===== src/design/kata_pkg.sv =====
// Shared types, codes and score arithmetic for the keyed accumulator table.
// Used by keyed_accumulator_table_argmax; has no dependencies of its own.
package kata_pkg;

  localparam int KeyW   = 16;
  localparam int ScoreW = 32;

  // One table entry as it is held in memory.
  typedef struct packed {
    logic signed [ScoreW-1:0] score;
    logic [KeyW-1:0]          key;
  } entry_t;

  // Operation carried by an input beat.
  typedef enum logic {
    FUNC_ADD    = 1'b0,
    FUNC_REMOVE = 1'b1
  } func_e;

  // Status returned with every result beat.
  typedef enum logic [1:0] {
    ST_DONE     = 2'd0,
    ST_FULL     = 2'd1,
    ST_NOT_FOUND = 2'd2
  } status_e;

  // Sequencer states.
  typedef enum logic [2:0] {
    S_IDLE,
    S_FIND_RD,
    S_FIND_EV,
    S_DECIDE,
    S_UPD_RD,
    S_UPD_EV,
    S_DONE
  } state_e;

  // Signed addition that clamps to the 32-bit range.
  function automatic logic signed [ScoreW-1:0] sat_add(
    input logic signed [ScoreW-1:0] a,
    input logic signed [ScoreW-1:0] b
  );
    logic signed [ScoreW:0] sum;
    sum = {a[ScoreW-1], a} + {b[ScoreW-1], b};
    if (sum[ScoreW] != sum[ScoreW-1]) begin
      return sum[ScoreW] ? {1'b1, {(ScoreW-1){1'b0}}} : {1'b0, {(ScoreW-1){1'b1}}};
    end
    return sum[ScoreW-1:0];
  endfunction

endpackage


===== src/design/kata_ram.sv =====
// Generic simple dual-port RAM: one write port, one read port, registered read.
// Stand-alone; no package dependencies.
module kata_ram #(
  parameter int Width = 8,
  parameter int Depth = 16,
  localparam int AddrW = (Depth > 1) ? $clog2(Depth) : 1
) (
  input  logic             clk_i,
  input  logic             we_i,
  input  logic [AddrW-1:0] waddr_i,
  input  logic [Width-1:0] wdata_i,
  input  logic [AddrW-1:0] raddr_i,
  output logic [Width-1:0] rdata_o
);

  logic [Width-1:0] mem_q [Depth];
  logic [Width-1:0] rdata_q;

  // Write port.
  always_ff @(posedge clk_i) begin
    if (we_i) begin
      mem_q[waddr_i] <= wdata_i;
    end
  end

  // Read port, registered: data appears in the cycle after the address.
  always_ff @(posedge clk_i) begin
    rdata_q <= mem_q[raddr_i];
  end

  assign rdata_o = rdata_q;

endmodule


===== src/design/keyed_accumulator_table_argmax.sv =====
// Keyed accumulator table with running argmax over positive scores.
// Depends on kata_pkg and on kata_ram for the entry store.
//
// Usage:
//   The slave channel takes one beat per operation: tuser carries the
//   operation (add or remove), tdata the key and the signed Q15.16 delta.
//   The master channel returns exactly one beat per operation: tuser holds
//   the status and the top-valid flag, tdata the top key and its score.
//   Entries live in a single memory of ENTRIES words with one read and one
//   write port. Each operation runs a key search over the stored entries,
//   with a read state and an evaluate state per entry, and stops at the
//   match. Then a rewrite pass applies the update, closes the gap on a
//   remove and tracks the maximum, again with a read state and a write
//   state per entry, over the entry count after the operation.
//   Reset empties the table at once; no clearing pass is needed, since only
//   entries below the count are ever read. A finished result waits in the
//   output register while the next beat is accepted; if the receiver stalls
//   with a result already held, the sequencer waits at its final step.
module keyed_accumulator_table_argmax #(
  parameter int ENTRIES = 16
) (
  input  logic        clk_i,
  input  logic        rst_ni,
  // Slave side.
  input  logic        s_axis_tvalid,
  output logic        s_axis_tready,
  input  logic [47:0] s_axis_tdata,   // [15:0] object_key, [47:16] delta
  input  logic        s_axis_tuser,   // [0] func
  // Master side.
  output logic        m_axis_tvalid,
  input  logic        m_axis_tready,
  output logic [47:0] m_axis_tdata,   // [15:0] top_key, [47:16] top_score
  output logic [2:0]  m_axis_tuser    // [1:0] status, [2] top_valid
);
  import kata_pkg::*;

  localparam int AW = (ENTRIES > 1) ? $clog2(ENTRIES) : 1;
  localparam int CW = $clog2(ENTRIES + 1);

  state_e state_q, state_d;

  // Item and progress registers.
  func_e                    func_q, func_d;
  logic [KeyW-1:0]          key_q, key_d;
  logic signed [ScoreW-1:0] delta_q, delta_d;
  logic [CW-1:0]            count_q, count_d;
  logic [CW-1:0]            n_q, n_d;
  logic [CW-1:0]            i_q, i_d;
  logic [AW-1:0]            pos_q, pos_d;
  logic                     found_q, found_d;
  logic                     add_hit_q, add_hit_d;
  logic                     rem_hit_q, rem_hit_d;
  logic                     append_q, append_d;
  status_e                  status_q, status_d;

  // Running maximum.
  logic                     top_valid_q, top_valid_d;
  logic [KeyW-1:0]          top_key_q, top_key_d;
  logic signed [ScoreW-1:0] top_score_q, top_score_d;

  // Output register.
  logic                     out_valid_q, out_valid_d;
  status_e                  out_status_q, out_status_d;
  logic                     out_top_valid_q, out_top_valid_d;
  logic [KeyW-1:0]          out_key_q, out_key_d;
  logic signed [ScoreW-1:0] out_score_q, out_score_d;

  // Memory port signals.
  logic          ram_we;
  logic [AW-1:0] ram_waddr;
  logic [AW-1:0] ram_raddr;
  entry_t        ram_wdata;
  entry_t        ram_rdata;

  logic          in_accept;
  logic          out_load;
  logic          last_find;
  logic          last_upd;
  logic          key_match;
  logic [CW-1:0] src_idx;
  logic [CW-1:0] n_new;
  status_e       status_new;
  entry_t        upd_entry;

  kata_ram #(
    .Width($bits(entry_t)),
    .Depth(ENTRIES)
  ) u_entries (
    .clk_i   (clk_i),
    .we_i    (ram_we),
    .waddr_i (ram_waddr),
    .wdata_i (ram_wdata),
    .raddr_i (ram_raddr),
    .rdata_o (ram_rdata)
  );

  // Handshake terms and loop ends.
  assign in_accept = s_axis_tvalid && s_axis_tready;
  assign out_load  = (state_q == S_DONE) && (!out_valid_q || m_axis_tready);
  assign last_find = (i_q + CW'(1)) == count_q;
  assign last_upd  = (i_q + CW'(1)) == n_q;
  assign key_match = ram_rdata.key == key_q;

  // Source slot of the rewrite pass: entries above a removed one move down.
  assign src_idx = (rem_hit_q && (i_q >= CW'(pos_q))) ? i_q + CW'(1) : i_q;

  // Outcome of the search: new entry count and status.
  always_comb begin
    n_new      = count_q;
    status_new = ST_DONE;
    if (func_q == FUNC_ADD) begin
      if (!found_q) begin
        if (count_q == CW'(ENTRIES)) begin
          status_new = ST_FULL;
        end else begin
          n_new = count_q + CW'(1);
        end
      end
    end else begin
      if (found_q) begin
        n_new = count_q - CW'(1);
      end else begin
        status_new = ST_NOT_FOUND;
      end
    end
  end

  // Entry value written back to slot i during the rewrite pass.
  always_comb begin
    upd_entry = ram_rdata;
    if (append_q && (i_q == count_q)) begin
      upd_entry.key   = key_q;
      upd_entry.score = delta_q;
    end else if (add_hit_q && (i_q == CW'(pos_q))) begin
      upd_entry.score = sat_add(ram_rdata.score, delta_q);
    end
  end

  // Next state.
  always_comb begin
    state_d = state_q;
    unique case (state_q)
      S_IDLE: begin
        if (in_accept) begin
          state_d = (count_q == '0) ? S_DECIDE : S_FIND_RD;
        end
      end
      S_FIND_RD: state_d = S_FIND_EV;
      S_FIND_EV: begin
        state_d = (key_match || last_find) ? S_DECIDE : S_FIND_RD;
      end
      S_DECIDE:  state_d = (n_new == '0) ? S_DONE : S_UPD_RD;
      S_UPD_RD:  state_d = S_UPD_EV;
      S_UPD_EV:  state_d = last_upd ? S_DONE : S_UPD_RD;
      S_DONE: begin
        if (out_load) begin
          state_d = S_IDLE;
        end
      end
      default:   state_d = S_IDLE;
    endcase
  end

  // Control outputs: handshake and memory ports.
  always_comb begin
    s_axis_tready = 1'b0;
    ram_we        = 1'b0;
    ram_raddr     = i_q[AW-1:0];
    ram_waddr     = i_q[AW-1:0];
    ram_wdata     = upd_entry;
    unique case (state_q)
      S_IDLE:    s_axis_tready = 1'b1;
      S_UPD_RD:  ram_raddr = src_idx[AW-1:0];
      S_UPD_EV:  ram_we = 1'b1;
      default:   ram_we = 1'b0;
    endcase
  end

  // Datapath next values.
  always_comb begin
    func_d          = func_q;
    key_d           = key_q;
    delta_d         = delta_q;
    count_d         = count_q;
    n_d             = n_q;
    i_d             = i_q;
    pos_d           = pos_q;
    found_d         = found_q;
    add_hit_d       = add_hit_q;
    rem_hit_d       = rem_hit_q;
    append_d        = append_q;
    status_d        = status_q;
    top_valid_d     = top_valid_q;
    top_key_d       = top_key_q;
    top_score_d     = top_score_q;
    out_valid_d     = out_valid_q && !m_axis_tready;
    out_status_d    = out_status_q;
    out_top_valid_d = out_top_valid_q;
    out_key_d       = out_key_q;
    out_score_d     = out_score_q;

    case (state_q)
      S_IDLE: begin
        if (in_accept) begin
          func_d  = func_e'(s_axis_tuser);
          key_d   = s_axis_tdata[15:0];
          delta_d = s_axis_tdata[47:16];
          i_d     = '0;
          found_d = 1'b0;
          pos_d   = '0;
        end
      end
      S_FIND_EV: begin
        if (key_match) begin
          found_d = 1'b1;
          pos_d   = i_q[AW-1:0];
        end
        i_d = i_q + CW'(1);
      end
      S_DECIDE: begin
        n_d         = n_new;
        status_d    = status_new;
        add_hit_d   = (func_q == FUNC_ADD) && found_q;
        rem_hit_d   = (func_q == FUNC_REMOVE) && found_q;
        append_d    = (func_q == FUNC_ADD) && !found_q && (status_new == ST_DONE);
        i_d         = '0;
        top_valid_d = 1'b0;
        top_key_d   = '0;
        top_score_d = '0;
      end
      S_UPD_EV: begin
        // Strictly greater keeps the earliest entry on a tie.
        if ((upd_entry.score > 0) && (!top_valid_q || (upd_entry.score > top_score_q))) begin
          top_valid_d = 1'b1;
          top_key_d   = upd_entry.key;
          top_score_d = upd_entry.score;
        end
        i_d = i_q + CW'(1);
      end
      S_DONE: begin
        if (out_load) begin
          count_d         = n_q;
          out_valid_d     = 1'b1;
          out_status_d    = status_q;
          out_top_valid_d = top_valid_q;
          out_key_d       = top_key_q;
          out_score_d     = top_score_q;
        end
      end
      default: begin
        i_d = i_q;
      end
    endcase
  end

  // Control registers.
  always_ff @(posedge clk_i or negedge rst_ni) begin
    if (!rst_ni) begin
      state_q     <= S_IDLE;
      count_q     <= '0;
      out_valid_q <= 1'b0;
    end else begin
      state_q     <= state_d;
      count_q     <= count_d;
      out_valid_q <= out_valid_d;
    end
  end

  // Payload registers.
  always_ff @(posedge clk_i) begin
    func_q          <= func_d;
    key_q           <= key_d;
    delta_q         <= delta_d;
    n_q             <= n_d;
    i_q             <= i_d;
    pos_q           <= pos_d;
    found_q         <= found_d;
    add_hit_q       <= add_hit_d;
    rem_hit_q       <= rem_hit_d;
    append_q        <= append_d;
    status_q        <= status_d;
    top_valid_q     <= top_valid_d;
    top_key_q       <= top_key_d;
    top_score_q     <= top_score_d;
    out_status_q    <= out_status_d;
    out_top_valid_q <= out_top_valid_d;
    out_key_q       <= out_key_d;
    out_score_q     <= out_score_d;
  end

  // Result beat.
  assign m_axis_tvalid = out_valid_q;
  assign m_axis_tdata  = {out_score_q, out_key_q};
  assign m_axis_tuser  = {out_top_valid_q, out_status_q};

  // The entry count never exceeds the table size.
  a_count_range: assert property (@(posedge clk_i) disable iff (!rst_ni)
    count_q <= CW'(ENTRIES))
    else $error("entry count above table size");

  // A dropped add is only ever reported against a full table.
  a_full_status: assert property (@(posedge clk_i) disable iff (!rst_ni)
    (out_valid_q && (out_status_q == ST_FULL)) |-> (count_q == CW'(ENTRIES)))
    else $error("full status with free entries");

  // A reported top entry always has a positive score; none reports zeros.
  a_top_positive: assert property (@(posedge clk_i) disable iff (!rst_ni)
    (out_valid_q && out_top_valid_q) |-> (out_score_q > 0))
    else $error("top entry without positive score");

  a_top_empty: assert property (@(posedge clk_i) disable iff (!rst_ni)
    (out_valid_q && !out_top_valid_q) |-> ((out_key_q == '0) && (out_score_q == '0)))
    else $error("empty top result not cleared");

  // An accepted beat always starts work before the next one can be taken.
  a_busy_after_accept: assert property (@(posedge clk_i) disable iff (!rst_ni)
    in_accept |=> !s_axis_tready)
    else $error("second beat accepted while busy");

endmodule

===== config.mk =====
export PLATFORM = sky130hd
export DESIGN_NAME = keyed_accumulator_table_argmax
export DESIGN_NICKNAME = d
export VERILOG_FILES = /design/src/design/kata_pkg.sv /design/src/design/kata_ram.sv /design/src/design/keyed_accumulator_table_argmax.sv
export SDC_FILE = /design/constraint.sdc
export NUM_CORES = 1
export LEC_CHECK = 0
export ABC_AREA = 1
export BUFFER_PORTS_ARGS = -buffer_cell sky130_fd_sc_hd__buf_4
export CORE_MARGIN = 2
export CORE_UTILIZATION = 55
export CTS_CLUSTER_DIAMETER = 50
export DETAILED_ROUTE_END_ITERATION = 7
export PLACE_DENSITY = 0.76
export RECOVER_POWER = 100
export SLEW_MARGIN = 5
export SYNTH_ARGS = -nofsm -noshare
export SYNTH_HDL_FRONTEND = slang
export SYNTH_SLANG_ARGS = --single-unit

===== constraint.sdc =====
create_clock -name clk_i -period 5.4 [get_ports clk_i]
set_clock_uncertainty 0.15 [all_clocks]
set_input_delay 0.54 -clock clk_i [delete_from_list [all_inputs] [get_ports clk_i]]
set_output_delay 0.54 -clock clk_i [all_outputs]
set_load 0.05 [all_outputs]

==> impl_metrics.prom, run 1 <==
# TYPE chip_impl_metric gauge
chip_impl_metric{name="wl_met2",unit="µm"} 53900
chip_impl_info{name="cpMaxStageDelayCell",value="sky130_fd_sc_hd__edfxtp_1"} 1
chip_impl_metric{name="gpl.final_weighted_congestion",unit=""} 0.997
chip_impl_metric{name="final_layout_size_suffix_gt1_frac",unit=""} 0.141
chip_impl_metric{name="first_pass_grt_wire_length",unit="µm"} 166000
chip_impl_info{name="run_status",value="finished with violations"} 1
chip_impl_metric{name="die_width",unit="µm"} 281
chip_impl_info{name="rsz_0062_raised_after_global_routing",value="yes"} 1
chip_impl_info{name="worst_setup_path_start_kind",value="flop"} 1
chip_impl_metric{name="yosys_warnings",unit=""} 0
chip_impl_metric{name="final_net_count",unit=""} 3984
chip_impl_metric{name="max_freq",unit="MHz"} 191
chip_impl_metric{name="cap_violations",unit=""} 21
chip_impl_metric{name="synth-async-reset-ratio",unit=""} 0.00905
chip_impl_metric{name="post_synth_num_cell_types",unit=""} 48
chip_impl_metric{name="drt_wl_total",unit="µm"} 113000
chip_impl_metric{name="worst-path-max-fanout",unit=""} 7
chip_impl_metric{name="cp_data_required_time",unit="ns"} 5.62
chip_impl_info{name="postSynth.topFlopCell",value="sky130_fd_sc_hd__edfxtp_1"} 1
chip_impl_metric{name="max_stage_delay",unit="ns"} 0.43
chip_impl_metric{name="detailedPlacementHpwl",unit="µm"} 64000
chip_impl_metric{name="core_region_area",unit="µm²"} 76100
chip_impl_info{name="timing_worst_setup_path_type",value="flop to flop"} 1
chip_impl_info{name="worstSetupEndpointType",value="flop"} 1
chip_impl_metric{name="power.static_leakage",unit="nW"} 18.3
chip_impl_info{name="crit-reg2reg-launch",value="delta_q[6]"} 1
chip_impl_metric{name="report.final.setup_viol",unit=""} 0
chip_impl_metric{name="placement_stage_worst_setup_slack",unit="ns"} -0.0292
chip_impl_metric{name="synthToLayoutAreaGrowth",unit="%"} 16.9
chip_impl_metric{name="core.rowCount",unit=""} 101
chip_impl_metric{name="route.detailed.vias_per_inst",unit=""} 5.95
chip_impl_metric{name="timing.final.hold_violations",unit=""} 0
chip_impl_metric{name="cts.path.max_buffers",unit=""} 3
chip_impl_info{name="ctsRootBufferMaster",value="sky130_fd_sc_hd__clkbuf_16"} 1
chip_impl_metric{name="port_buffers",unit=""} 105
chip_impl_metric{name="number_of_synthesized_flops_with_an_enable_pin",unit=""} 937
chip_impl_metric{name="detailedRoute.firstPassIterationCount",unit=""} 5
chip_impl_metric{name="stdcell_area",unit="µm²"} 49500
chip_impl_metric{name="clock_tree.htree_level_count",unit=""} 3
chip_impl_metric{name="die-height",unit="µm"} 281
chip_impl_metric{name="synthesis.instances",unit=""} 3612
chip_impl_metric{name="slew_headroom",unit=""} -1.27
chip_impl_metric{name="floorplan.die_area",unit="µm²"} 79200
chip_impl_metric{name="post-route-drc-count",unit=""} 0
chip_impl_info{name="path_delay_family",value="simple AND/OR/NAND/NOR gates"} 1
chip_impl_metric{name="syn-cell-area",unit="µm²"} 42300
chip_impl_metric{name="mappedNetlistNets",unit=""} 3742
chip_impl_info{name="tritoncts",value="yes"} 1
chip_impl_metric{name="dr_wl_met3",unit="µm"} 10200
chip_impl_metric{name="initial_utilization",unit=""} 0.557
chip_impl_metric{name="peakVddDrop",unit="V"} 0.000289
chip_impl_metric{name="grt_max_degree",unit=""} 196
chip_impl_metric{name="holdWs",unit="ns"} 0.118
chip_impl_metric{name="ant_nets",unit=""} 0
chip_impl_metric{name="count_of_final_max_slew_check_failures",unit=""} 637
chip_impl_metric{name="tritoncts.num_buffers",unit=""} 101
chip_impl_info{name="violations_in_the_final_reports",value="max-capacitance violations, max-slew violations"} 1
chip_impl_info{name="min_from",value="s_axis_tvalid"} 1
chip_impl_metric{name="vias",unit=""} 29600
chip_impl_metric{name="grt.total_usage",unit=""} 0.278
chip_impl_metric{name="avg_synthesized_cell_area",unit="µm²"} 11.7
chip_impl_metric{name="totalNegativeSetupSlack",unit="ns"} 0
chip_impl_metric{name="overflow",unit=""} 0
chip_impl_metric{name="finalCriticalPeriod",unit="ns"} 5.23
chip_impl_metric{name="postPlaceCellArea",unit="µm²"} 45200
chip_impl_metric{name="cellPowerDensity",unit="nW/µm²"} 307
chip_impl_metric{name="drt-initial-drc-count",unit=""} 3560
chip_impl_info{name="highest_layer",value="met4"} 1
chip_impl_metric{name="seq_total_area_yosys",unit=""} 0.693
chip_impl_metric{name="synth_seq_cells",unit=""} 994
chip_impl_metric{name="vias_in_the_first_global_route",unit=""} 28400
chip_impl_info{name="timing.critical_path.mode_cell",value="sky130_fd_sc_hd__nand2_2"} 1
chip_impl_metric{name="route.layer.met1.wl",unit="µm"} 44600
chip_impl_metric{name="critical_path_buf_inv_count",unit=""} 4
chip_impl_metric{name="cp_data_arrival_time",unit="ns"} 5.46
chip_impl_metric{name="detail_route.wl_per_cell",unit="µm"} 22.7
chip_impl_metric{name="grt_antenna_before_repair",unit=""} 1
chip_impl_metric{name="io-pin-count",unit=""} 106
chip_impl_metric{name="final_cell_utilization_of_the_core",unit=""} 0.650
chip_impl_metric{name="worst_margin_slew",unit="ns"} 3.39
chip_impl_metric{name="clock_insertion_delay_worst_skew",unit="ns"} 0.66
chip_impl_metric{name="path_clk_slew",unit="ns"} 0.06
chip_impl_info{name="worstHoldPathType",value="input pin to flop"} 1
chip_impl_info{name="setup.worst_path.start",value="delta_q[6]"} 1
chip_impl_metric{name="post-route-worst-setup-slack",unit="ns"} 0.168
chip_impl_metric{name="layout_worst_path_cycle_share",unit=""} 0.969
chip_impl_metric{name="cts_num_sinks",unit=""} 994
-- sequential cells by signal, summed over array words and instances, names as in the netlist, 2 cells and up --
name	cells
count_q	5
u_entries.mem_q	768
out_score_q	32
i_q	5
pos_q	4
top_score_q	32
out_status_q	2
top_key_q	16
state_q	3
n_q	5
u_entries.rdata_o	48
status_q	2
out_key_q	16
delta_q	32
key_q	16
-- layout by cell type (no fill, tap or decap), types with 5 or more instances in the layout --
| cell | n |
|---|---|
| sky130_fd_sc_hd__dfxtp_1 | 48 |
| sky130_fd_sc_hd__clkinv_2 | 11 |
| sky130_fd_sc_hd__nor2_1 | 513 |
| sky130_fd_sc_hd__clkbuf_4 | 33 |
| sky130_fd_sc_hd__xor2_1 | 28 |
| sky130_fd_sc_hd__a211oi_1 | 17 |
| sky130_fd_sc_hd__nand2_1 | 452 |
| sky130_fd_sc_hd__clkbuf_16 | 105 |
| sky130_fd_sc_hd__or2_2 | 37 |
| sky130_fd_sc_hd__nor3_1 | 11 |
| sky130_fd_sc_hd__clkbuf_2 | 14 |
| sky130_fd_sc_hd__nand2_2 | 55 |
| sky130_fd_sc_hd__nand3_1 | 170 |
| sky130_fd_sc_hd__buf_4 | 129 |
| sky130_fd_sc_hd__o221ai_1 | 192 |
| sky130_fd_sc_hd__a21oi_1 | 47 |
| sky130_fd_sc_hd__clkinv_1 | 16 |
| sky130_fd_sc_hd__dfrtp_1 | 9 |
| sky130_fd_sc_hd__a21oi_2 | 20 |
| sky130_fd_sc_hd__o21ai_4 | 5 |
| sky130_fd_sc_hd__o21ai_0 | 396 |
| sky130_fd_sc_hd__dlygate4sd3_1 | 51 |
| sky130_fd_sc_hd__ha_4 | 36 |
| sky130_fd_sc_hd__edfxtp_1 | 937 |
| sky130_fd_sc_hd__inv_6 | 6 |
| sky130_fd_sc_hd__buf_12 | 16 |
| sky130_fd_sc_hd__nand4_1 | 9 |
| sky130_fd_sc_hd__o211ai_1 | 7 |
| sky130_fd_sc_hd__inv_1 | 299 |
| sky130_fd_sc_hd__bufinv_16 | 5 |
| sky130_fd_sc_hd__ha_1 | 38 |
| sky130_fd_sc_hd__clkbuf_1 | 109 |
| sky130_fd_sc_hd__inv_2 | 19 |
| sky130_fd_sc_hd__nand3_2 | 12 |
| sky130_fd_sc_hd__o21ai_1 | 8 |
| sky130_fd_sc_hd__clkbuf_8 | 7 |
-- where the power goes --
group	internal (W)	switching, W
sequential	0.00830	0.0000000000000000000346
clock	0.00384	0.00298
combinational	0.0000412	0.0000201
-- path summary, 6_finish.rpt --
kind,end,slack [ns],depth (start not counted)
max in group asynchronous,state_q[0],4.49,2
min in group asynchronous,state_q[1],0.23,2
worst min-delay path,state_q[1],0.12,5
worst min register to register,out_key_q[1],0.27,0
worst max register to register,top_score_q[31],0.17,35
worst max-delay path,top_score_q[31],0.17,35
-- synth_stat cells, types with 4 or more instances --
library cell	count	area [µm²]
sky130_fd_sc_hd__o211ai_1	7	52.6
sky130_fd_sc_hd__a211oi_1	17	128
sky130_fd_sc_hd__edfxtp_1	937	28100
sky130_fd_sc_hd__nor4_1	4	25.0
sky130_fd_sc_hd__inv_1	313	1170
sky130_fd_sc_hd__nor2_1	518	1940
sky130_fd_sc_hd__o21ai_2	4	35.0
sky130_fd_sc_hd__buf_2	62	310
sky130_fd_sc_hd__o221ai_1	193	1690
sky130_fd_sc_hd__dfrtp_1	9	225
sky130_fd_sc_hd__ha_1	76	951
sky130_fd_sc_hd__nand4_1	9	56.3
sky130_fd_sc_hd__clkbuf_1	101	379
sky130_fd_sc_hd__o21ai_0	402	2010
sky130_fd_sc_hd__buf_4	6	45.0
sky130_fd_sc_hd__or2_2	37	231
sky130_fd_sc_hd__xor2_1	28	245
sky130_fd_sc_hd__nand2_2	7	43.8
sky130_fd_sc_hd__o21ai_1	5	25.0
sky130_fd_sc_hd__dfxtp_1	48	961
sky130_fd_sc_hd__a21oi_1	65	325
sky130_fd_sc_hd__inv_2	7	26.3
sky130_fd_sc_hd__nand2_1	503	1890
sky130_fd_sc_hd__nand3_1	182	911
sky130_fd_sc_hd__a221oi_1	4	35.0
sky130_fd_sc_hd__clkbuf_2	16	80.1
sky130_fd_sc_hd__nor3_1	12	60.1
-- through the flow --
stage,total power [W],instances
after floorplan,0.00847,3612
after global placement,0.00851,4709
after detailed placement,0.00850,4709
after CTS,0.0152,4949
after global routing,0.0155,4970
final,0.0152,4971
-- cells by family after synthesis --
kind of cell | after synthesis | share of synthesized area
xor gates and xnor gates | 31 | 0.00659
adders and majority gates | 77 | 0.0229
DFF | 994 | 0.693
buffers and inverters | 512 | 0.0488
AOI/OAI and AO/OA | 711 | 0.104
and+or+nand+nor | 1287 | 0.125
-- layer usage --
layer | vias up | GRT usage
li1 | 13400 | -
met1 | 14400 | 0.385
met2 | 1587 | 0.454
met3 | 255 | 0.0355
met4 | 0 | 0.100
met5 | - | 0
-- timing repair --
| action | 4_1_cts | 5_1_grt |
|---|---|---|
| setup buffers | 0 | 15 |
| cloned | 0 | 6 |
| hold endpoints to repair | 59 | 0 |
| hold buffers | 51 | 0 |
| resized for setup | 1 | 163 |
| setup endpoints to repair | 49 | 49 |
| pin swaps | 0 | 60 |
-- cell type report --
type                            count  area (µm²)
Sequential cell                   994       29300
Fill cell                        5553       26600
Multi-Input combinational cell   2106       11800
Clock buffer                      136        2730
Timing Repair Buffer              330        2540
Tap cell                         1030        1290
Inverter                          321        1220
Clock inverter                     53         544
Antenna cell                        1        2.50
-- worst register-to-register path: cells and delay by family (launching register included) --
kind	cells	cell delay [ns]
and+or+nand+nor	20	1.92
adders and majority gates	3	0.84
AOI/OAI and AO/OA	7	0.79
buffers and inverters	4	0.58
DFF	1	0.43
xor gates and xnor gates	1	0.20
Power figures use the tool's default switching activity.
==> inputs of run 2 (changes only) <==
--- a/config.mk
+++ b/config.mk
@@ -9,6 +9,7 @@
 export BUFFER_PORTS_ARGS = -buffer_cell sky130_fd_sc_hd__buf_4
 export CORE_MARGIN = 2
 export CORE_UTILIZATION = 55
+export CTS_BUF_LIST = sky130_fd_sc_hd__clkbuf_8
 export CTS_CLUSTER_DIAMETER = 50
 export DETAILED_ROUTE_END_ITERATION = 7
 export PLACE_DENSITY = 0.76
==> run 2 against run 1 <==
Against the previous run: the run still ends with max-capacitance violations, max-slew violations left; cell area is 0.32% lower; largest cell class unchanged; cell count is 2.2% higher; highest routed layer is now met5; largest power group unchanged; global-route usage is essentially flat; clock power is 7.0% lower; hold slack improved by 0.15 ns; register-to-register slack hardly changed; non-clock buffer count stayed put; critical path type unchanged.
==> impl_metrics.prom, run 2 (synthesis gave the netlist of run 1 again) <==
# TYPE chip_impl_metric gauge
chip_impl_metric{name="holdWs",unit="ns"} 0.270
chip_impl_metric{name="cts.path.max_buffers",unit=""} 3
chip_impl_info{name="max_flop_register",value="u_entries.mem_q"} 1
chip_impl_info{name="tritoncts",value="yes"} 1
chip_impl_metric{name="final_layout_size_suffix_gt1_frac",unit=""} 0.150
chip_impl_metric{name="largest_reg_flops",unit=""} 768
chip_impl_metric{name="grt_antenna_before_repair",unit=""} 3
chip_impl_metric{name="slew_headroom",unit=""} -1.28
chip_impl_metric{name="layout_worst_path_cycle_share",unit=""} 0.967
chip_impl_metric{name="die_width",unit="µm"} 281
chip_impl_metric{name="floorplan.die_area",unit="µm²"} 79200
chip_impl_metric{name="drt_wl_total",unit="µm"} 113000
chip_impl_metric{name="detailedRoute.firstPassIterationCount",unit=""} 8
chip_impl_metric{name="cts_num_sinks",unit=""} 994
chip_impl_metric{name="worst_margin_slew",unit="ns"} 3.41
chip_impl_metric{name="final_cell_utilization_of_the_core",unit=""} 0.648
chip_impl_metric{name="peakVddDrop",unit="V"} 0.000206
chip_impl_metric{name="gpl.final_weighted_congestion",unit=""} 0.997
chip_impl_metric{name="overflow",unit=""} 0
chip_impl_info{name="cpMaxStageDelayCell",value="sky130_fd_sc_hd__edfxtp_1"} 1
chip_impl_metric{name="count_of_final_max_slew_check_failures",unit=""} 674
chip_impl_metric{name="totalNegativeSetupSlack",unit="ns"} 0
chip_impl_metric{name="r2r_setup_slk",unit="ns"} 0.18
chip_impl_metric{name="cp_data_required_time",unit="ns"} 5.81
chip_impl_metric{name="synthToLayoutAreaGrowth",unit="%"} 16.5
chip_impl_metric{name="worst-path-max-fanout",unit=""} 8
chip_impl_metric{name="finalCriticalPeriod",unit="ns"} 5.22
chip_impl_metric{name="report.final.setup_viol",unit=""} 0
chip_impl_info{name="run_status",value="finished with violations"} 1
chip_impl_metric{name="max_stage_delay",unit="ns"} 0.43
chip_impl_metric{name="grt.total_usage",unit=""} 0.278
chip_impl_metric{name="grt_max_degree",unit=""} 196
chip_impl_info{name="timing.critical_path.mode_cell",value="sky130_fd_sc_hd__nand2_2"} 1
chip_impl_metric{name="nFillCells",unit=""} 5567
chip_impl_metric{name="totalPowerFinal",unit="W"} 0.0147
chip_impl_metric{name="post-route-drc-count",unit=""} 0
chip_impl_metric{name="cp_data_arrival_time",unit="ns"} 5.64
chip_impl_info{name="worstSetupEndpointType",value="flop"} 1
chip_impl_metric{name="route.detailed.vias_per_inst",unit=""} 5.89
chip_impl_metric{name="vias_in_the_first_global_route",unit=""} 28700
chip_impl_metric{name="seq_area",unit="µm²"} 29300
chip_impl_metric{name="core_region_area",unit="µm²"} 76100
chip_impl_metric{name="cap_violations",unit=""} 22
chip_impl_info{name="layout_common_cells",value="sky130_fd_sc_hd__edfxtp_1 (937), sky130_fd_sc_hd__nor2_1 (512), sky130_fd_sc_hd__nand2_1 (453), sky130_fd_sc_hd__o21ai_0 (397), sky130_fd_sc_hd__inv_1 (354)"} 1
chip_impl_metric{name="dpl.cell_count",unit=""} 4709
chip_impl_info{name="timing_worst_setup_path_type",value="flop to flop"} 1
chip_impl_metric{name="max_freq",unit="MHz"} 192
chip_impl_metric{name="die-height",unit="µm"} 281
chip_impl_info{name="ctsRootBufferMaster",value="sky130_fd_sc_hd__clkbuf_8"} 1
chip_impl_metric{name="initial_utilization",unit=""} 0.557
chip_impl_metric{name="clock_insertion_delay_worst_skew",unit="ns"} 0.85
chip_impl_info{name="layout.cells.most_common",value="sky130_fd_sc_hd__edfxtp_1"} 1
chip_impl_metric{name="first_pass_grt_wire_length",unit="µm"} 165000
chip_impl_metric{name="tritoncts.num_buffers",unit=""} 159
chip_impl_metric{name="path_clk_slew",unit="ns"} 0.06
chip_impl_metric{name="drt-initial-drc-count",unit=""} 3657
chip_impl_metric{name="detailedPlacementHpwl",unit="µm"} 64000
chip_impl_info{name="violations_in_the_final_reports",value="max-capacitance violations, max-slew violations"} 1
chip_impl_metric{name="timing.final.hold_violations",unit=""} 0
chip_impl_metric{name="io-pin-count",unit=""} 106
chip_impl_metric{name="ant_nets",unit=""} 0
chip_impl_metric{name="cellPowerDensity",unit="nW/µm²"} 298
chip_impl_info{name="worst_setup_path_start_kind",value="flop"} 1
chip_impl_info{name="worstHoldPathType",value="flop to flop"} 1
chip_impl_metric{name="detail_route.wl_per_cell",unit="µm"} 22.2
chip_impl_metric{name="clock_tree.htree_level_count",unit=""} 4
chip_impl_metric{name="vias",unit=""} 29900
chip_impl_metric{name="power.static_leakage",unit="nW"} 18.6
chip_impl_metric{name="port_buffers",unit=""} 105
chip_impl_metric{name="core.rowCount",unit=""} 101
chip_impl_metric{name="final_net_count",unit=""} 4042
chip_impl_metric{name="final-instance-count-excl-fill",unit=""} 5080
chip_impl_metric{name="multi_input_area",unit="µm²"} 11800
-- run 2: cell count changes in the layout (fill, tap and decap cells not counted), sizes merged --
cell | before | now
inv | 331 | 388
clkbuf | 268 | 302
clkinv | 35 | 55
clkinvlp | 3 | 0
buf | 147 | 145
dlygate4sd3 | 51 | 53
diode | 1 | 2
-- run 2: critical path, delay by kind of cell (launching register included) --
family          cells  cell delay [ns]
xor+xnor            1             0.22
compound gates      3             0.43
buf+inv             5             0.69
flops               1             0.43
simple gates       21             2.10
fa+ha+maj           3             0.89
-- run 2: layer usage --
metal  global-route usage  up-vias  routed length [µm]  share of wire
met3               0.0517      270               10900          0.097
met5                    0        -                  23        0.00020
li1                     -    13500                   -              -
met4                0.109        4                4000          0.036
met2                0.445     1658               53100           0.47
met1                0.379    14500               44700           0.40
-- run 2: worst paths after layout --
| check | startpoint | end | cells after the start |
|---|---|---|---|
| max in group asynchronous | rst_ni | state_q[2] | 3 |
| setup / recovery | delta_q[6] | top_score_q[31] | 33 |
| min in group asynchronous | rst_ni | count_q[1] | 3 |
| setup reg to reg | delta_q[6] | top_score_q[31] | 33 |
| hold / removal | status_q[0] | out_status_q[0] | 0 |
| hold reg to reg | status_q[0] | out_status_q[0] | 0 |
-- run 2: power breakdown --
group | internal (W) | total [W] | switching, W
Clock | 0.00324 | 0.00634 | 0.00310
Combinational | 0.0000421 | 0.0000619 | 0.0000198
Sequential | 0.00831 | 0.00831 | 0.0000000000000000000256
Total | 0.0116 | 0.0147 | 0.00312
-- run 2: final cells by class --
| type | instances | share of cell area |
|---|---|---|
| multi-input cells | 2106 | 0.239 |
| clock buffers | 170 | 0.0474 |
| repair buffers | 330 | 0.0518 |
| inverters | 321 | 0.0247 |
| clock inverters | 127 | 0.0166 |
| flip-flops and latches | 994 | 0.595 |
| well taps | 1030 | 0.0261 |
| diodes | 2 | 0.000101 |
-- run 2: per-stage QoR --
step,setup WS (ns),cell area (µm²)
2_1_floorplan,0.153,42300
5_1_grt,-0.0955,49300
4_1_cts,0.000563,48900
3_3_place_gp,0.0988,45200
6_report,0.178,49300
3_5_place_dp,-0.0292,45200
-- run 2: repair_timing --
item / 4_1_cts / 5_1_grt
cloned: 0 / 6
hold endpoints to repair: 64 / 0
pin swaps: 0 / 61
resized for setup: 4 / 154
buffers inserted: 0 / 13
setup endpoints to repair: 49 / 49
hold buffers: 53 / 0
